==> config.mk <==
export PLATFORM = sky130hd
export DESIGN_NAME = plc_cell
export DESIGN_NICKNAME = d
export VERILOG_FILES = /design/src/design/plc_pkg.sv /design/src/design/plc_cell.sv
export SDC_FILE = /design/constraint.sdc
export NUM_CORES = 1
export LEC_CHECK = 0
export BUFFER_PORTS_ARGS = -buffer_cell sky130_fd_sc_hd__buf_2
export CAP_MARGIN = 10
export CORE_UTILIZATION = 50
export DETAILED_ROUTE_END_ITERATION = 10
export GPL_TIMING_DRIVEN = 0
export PLACE_DENSITY_LB_ADDON = 0.3
export SLEW_MARGIN = 15
export SYNTH_ARGS = -nofsm -noshare
export SYNTH_HDL_FRONTEND = slang
export SYNTH_SLANG_ARGS = --single-unit
==> constraint.sdc <==
create_clock -name clk -period 7.5 [get_ports clk]
set_input_delay 0.75 -clock clk [delete_from_list [all_inputs] [get_ports clk]]
set_output_delay 0.75 -clock clk [all_outputs]
set_load 0.02 [all_outputs]
==> src/design/plc_pkg.sv <==
// ----------------------------------------------------------------------------
// plc_pkg: shared types and constants for the positional array list
// Store depth, field widths, command codes, FSM states and the control
// bundle that the top level hands to every list cell.
// ----------------------------------------------------------------------------
package plc_pkg;

  localparam int DEPTH       = 64;
  localparam int IDX_W       = 6;   // bits to index DEPTH cells
  localparam int LEN_W       = 7;   // bits to hold 0..DEPTH and list positions
  localparam int VAL_W       = 32;
  localparam int CMD_W       = 2;
  localparam int CAP_RESET   = 10;

  typedef enum logic [CMD_W-1:0] {
    CMD_INSERT = 2'd0,
    CMD_DELETE = 2'd1,
    CMD_READ   = 2'd2,
    CMD_FIND   = 2'd3
  } plc_cmd_t;

  typedef enum logic [1:0] {
    S_IDLE   = 2'd0,
    S_CELL   = 2'd1,
    S_REDUCE = 2'd2
  } plc_state_t;

  // Control broadcast to every cell of the row
  typedef struct packed {
    logic             ins;     // shift up from the insert slot, load value there
    logic             del;     // shift down from the delete slot
    logic             sample;  // capture match and select flags
    logic [LEN_W-1:0] p0;      // zero-based position
    logic [LEN_W-1:0] count;   // list length before the command
    logic [VAL_W-1:0] value;   // value to insert or to look for
  } plc_ctrl_t;

endpackage

==> src/design/plc_cell.sv <==
// ----------------------------------------------------------------------------
// plc_cell: one slot of the list
// Holds one entry, takes its left or right neighbour's entry on insert and
// delete, and flags a match or a positional select for the reduction stage.
// ----------------------------------------------------------------------------
module plc_cell import plc_pkg::*; (
  input  logic             clk,
  input  plc_ctrl_t        ctrl,
  input  logic [IDX_W-1:0] idx,
  input  logic [VAL_W-1:0] left_value,
  input  logic [VAL_W-1:0] right_value,
  output logic [VAL_W-1:0] entry_r,
  output logic             hit_r,
  output logic [VAL_W-1:0] sel_r
);

  logic [LEN_W-1:0] idx_ext;
  logic [VAL_W-1:0] entry_nxt;
  logic             hit_nxt;
  logic [VAL_W-1:0] sel_nxt;

  assign idx_ext = LEN_W'(idx);

  // Pick the next entry: hold, take a neighbour, or load the new value
  always_comb begin
    entry_nxt = entry_r;
    if (ctrl.ins) begin
      if (idx_ext == ctrl.p0) begin
        entry_nxt = ctrl.value;
      end else if (idx_ext > ctrl.p0 && idx_ext <= ctrl.count) begin
        entry_nxt = left_value;
      end
    end else if (ctrl.del) begin
      if (idx_ext >= ctrl.p0 && (idx_ext + LEN_W'(1)) < ctrl.count) begin
        entry_nxt = right_value;
      end
    end
  end

  // Flag a live matching entry and offer this entry when it is selected
  assign hit_nxt = (entry_r == ctrl.value) && (idx_ext < ctrl.count);
  assign sel_nxt = (idx_ext == ctrl.p0) ? entry_r : '0;

  always_ff @(posedge clk) begin
    entry_r <= entry_nxt;
    if (ctrl.sample) begin
      hit_r <= hit_nxt;
      sel_r <= sel_nxt;
    end
  end

endmodule

==> impl_metrics.json <==
{
  "drtPass1Iterations": 4,
  "fillCellCount": 589,
  "cts_setup_buffers": 0,
  "drc_errors": 0,
  "gp_congestion": 0.7834,
  "pre_cts_slack_ns": 3.893,
  "startpoint_type": "primary input",
  "nets": 658,
  "ff_latch_area_sq_um": 1952,
  "core_area_sq_um": 7253,
  "io_pins": 185,
  "wl_met2_mm": 5.313,
  "wl_met1_mm": 4.133,
  "start_util_pct": 51.79,
  "grt_overflow": 0,
  "maxSlewViolCount": 0,
  "vias": 3184,
  "worstPathRequired_ns": 7.46,
  "avgSynthCellArea_sq_um": 11.63,
  "drt_iter0_drc": 103,
  "grt_max_degree": 34,
  "synth_area_leader_cell": "edfxtp_1",
  "yosysSeqAreaShare_pct": 51.97,
  "cts.path.max_buffers": 2,
  "multiInputGateArea_sq_um": 1660,
  "grt_util_all_layers_pct": 26.28,
  "drive_gt1_share_pct": 39.39,
  "setup_tns_ns": 0,
  "syn_to_final_growth_pct": 33.61,
  "cts_hold_buffers": 0,
  "path_class": "in2reg",
  "peakVddDrop_mv": 0.08429,
  "cap_viol_max_count": 0,
  "clock_latency_ns": 0.34,
  "ys_seq_elements": 65,
  "min_period_over_period_pct": 43.17,
  "cp_max_fo": 32,
  "cts_resized": 0,
  "clock.fmax_mhz": 308.9,
  "syn-num-nets": 463,
  "cts_buffers": 9,
  "top_layer": "met4",
  "p_sw_share_pct": 27.40,
  "rsz0062_at_grt": "false",
  "grt_first_pass_wirelength_mm": 14.87,
  "antenna_found_initial": 0,
  "power_mw": 0.9430,
  "synth_edf_count": 65,
  "synth_cell_types": 30,
  "root_buffer": "clkbuf_8",
  "finalWirelength_mm": 10.19,
  "htree_levels": 3,
  "hp-class": "reg2reg",
  "fin_hold_ws_ns": 0.5981,
  "synthTopCellsByCount": "65 x edfxtp_1, 38 x a21oi_1, 35 x nor2_1",
  "synthFlopType": "edfxtp_1",
  "synth.most_common_cell": "edfxtp_1",
  "p_sw_mw": 0.2584,
  "setup_viol": 0,
  "critPathSlowestCell": "o211a_2",
  "port_buffers": 184,
  "synth.area.top_cells": "edfxtp_1 52%, mux2i_1 8.5%, xor2_1 7.7%, ha_1 6.7%, and2_1 5.3%",
  "ant_nets": 0,
  "worstMarginPinSlew_ns": 0.9408,
  "worstSetupEndpointType": "flop",
  "dp_hpwl_mm": 7.797,
  "die_y_um": 88.67,
  "syn_area_sq_um": 3756,
  "status": "completed",
  "crit_path_cell_trace": "buf_2, ha_1, nand3_1, xnor2_1, ha_1, a21oi_1, nor2_1, a2111oi_0, o211a_2",
  "power_frac_seq_pct": 46.9,
  "die-area_sq_um": 7862,
  "comb_power_share_pct": 18.4,
  "fin_crit_ns": 3.238,
  "diodes": 0,
  "yosysWarnings": 0,
  "placed_cells_incl_taps": 606,
  "p_int_mw": 0.6845,
  "cts_tree": "yes",
  "fin_cells": 622,
  "crit_top_cell": "ha_1",
  "power-per-cell-area_nw_per_um2": 187.9,
  "syn_inst": 323,
  "async_flop_share_pct": 0,
  "p_clk_share_pct": 34.7,
  "wire_per_inst_um": 16.39,
  "rows": 31,
  "die_x_um": 88.67,
  "cts.clk_slew.worst_paths_ns": 0.08,
  "met3_length_um": 616,
  "max_slew_margin_pct": 37.28,
  "synth_top_cell_area_share_pct": 51.97,
  "skew_ns": 0.01334,
  "vias_per_cell": 5.119,
  "grt_pass1_vias": 3034,
  "leakagePower_nw": 2.291,
  "cts.sinks": 65,
  "hold_violations": 0,
  "cpPeakStageDelay_ns": 0.87,
  "worstPathArrival_ns": 3.20,
  "setup_slack_ns": 4.262
}
## cell families (layout without fill, tap and decap cells)
group / after synthesis / count (layout) / synth area share (%)
adder cells (fa/ha/maj): 20 / 20 / 6.662
AND/OR/NAND/NOR: 94 / 94 / 13.76
AO/OA/AOI/OAI: 48 / 48 / 6.862
multiplexers: 32 / 32 / 8.528
XOR/XNOR: 36 / 36 / 8.395
flip-flops: 65 / 65 / 51.97
buffers and inverters: 28 / 228 / 3.831
## final timing paths
check / from / to / slack (ns) / depth (start not counted)
setup reg to reg: entry_r[30]$_DFFE_PP_ / hit_r$_DFFE_PP_ / 5.88 / 4
hold reg to reg: entry_r[13]$_DFFE_PP_ / sel_r[13]$_SDFFCE_PP0P_ / 0.60 / 1
setup / recovery: idx[0] / entry_r[11]$_DFFE_PP_ / 4.26 / 9
hold / removal: entry_r[13]$_DFFE_PP_ / sel_r[13]$_SDFFCE_PP0P_ / 0.60 / 1
## critical path, delay by kind of cell
kind	cells	cell delay, ns
AOI/OAI and AO/OA	3	1.51
adders and majority gates	2	0.49
and+or+nand+nor	2	0.16
buffers and inverters	1	0.13
xor gates and xnor gates	1	0.13
## per-stage QoR
| stage | utilization, % | cell area (sq um) |
|---|---|---|
| finish | 69.19 | 5019 |
| global route | 69.19 | 5019 |
| CTS | 69.19 | 5019 |
| detailed placement | 66.19 | 4801 |
| global placement | 66.19 | 4801 |
| floorplan | - | 3756 |
## metal layers
metal,up-vias,global-route usage (%)
li1,1547,-
met3,11,5.784
met5,-,0
met2,133,47.27
met1,1493,31.35
met4,0,8.065
## power by group through the flow
stage	sequential, mW	clock (mW)	combinational [mW]
floorplan	0.476	0	0.0642
global placement	0.449	0	0.170
detailed placement	0.450	0	0.174
CTS	0.442	0.328	0.175
global route	0.445	0.344	0.191
finish	0.442	0.327	0.174
## state kept, by name, summed over array words and instances, names as in the netlist
register  flops
entry_r      32
sel_r        32
hit_r         1
## cell usage in the layout, fill, tap and decap left out, types with 2 or more instances in the layout
| cell type | instances |
|---|---|
| nand2b_1 | 2 |
| a21o_1 | 3 |
| a21oi_1 | 38 |
| nor2b_1 | 2 |
| inv_1 | 14 |
| nor2_1 | 35 |
| and2_1 | 32 |
| bufinv_16 | 2 |
| edfxtp_1 | 65 |
| nor4_1 | 9 |
| o21ai_0 | 4 |
| buf_2 | 184 |
| clkbuf_8 | 9 |
| clkbuf_1 | 9 |
| nand4_1 | 3 |
| ha_1 | 20 |
| xnor2_1 | 3 |
| xor2_1 | 33 |
| nand3_1 | 5 |
| mux2i_1 | 32 |
| and3_1 | 2 |
## cell type report
cell class | instances | share of cell area [%]
timing repair buffer | 184 | 18.35
inverter | 14 | 1.047
clock inverter | 7 | 1.870
clock buffer | 9 | 2.468
buffer | 14 | 1.820
multi-input combinational | 230 | 33.08
tap | 99 | 2.468
sequential | 65 | 38.89
Power figures use the tool's default switching activity.
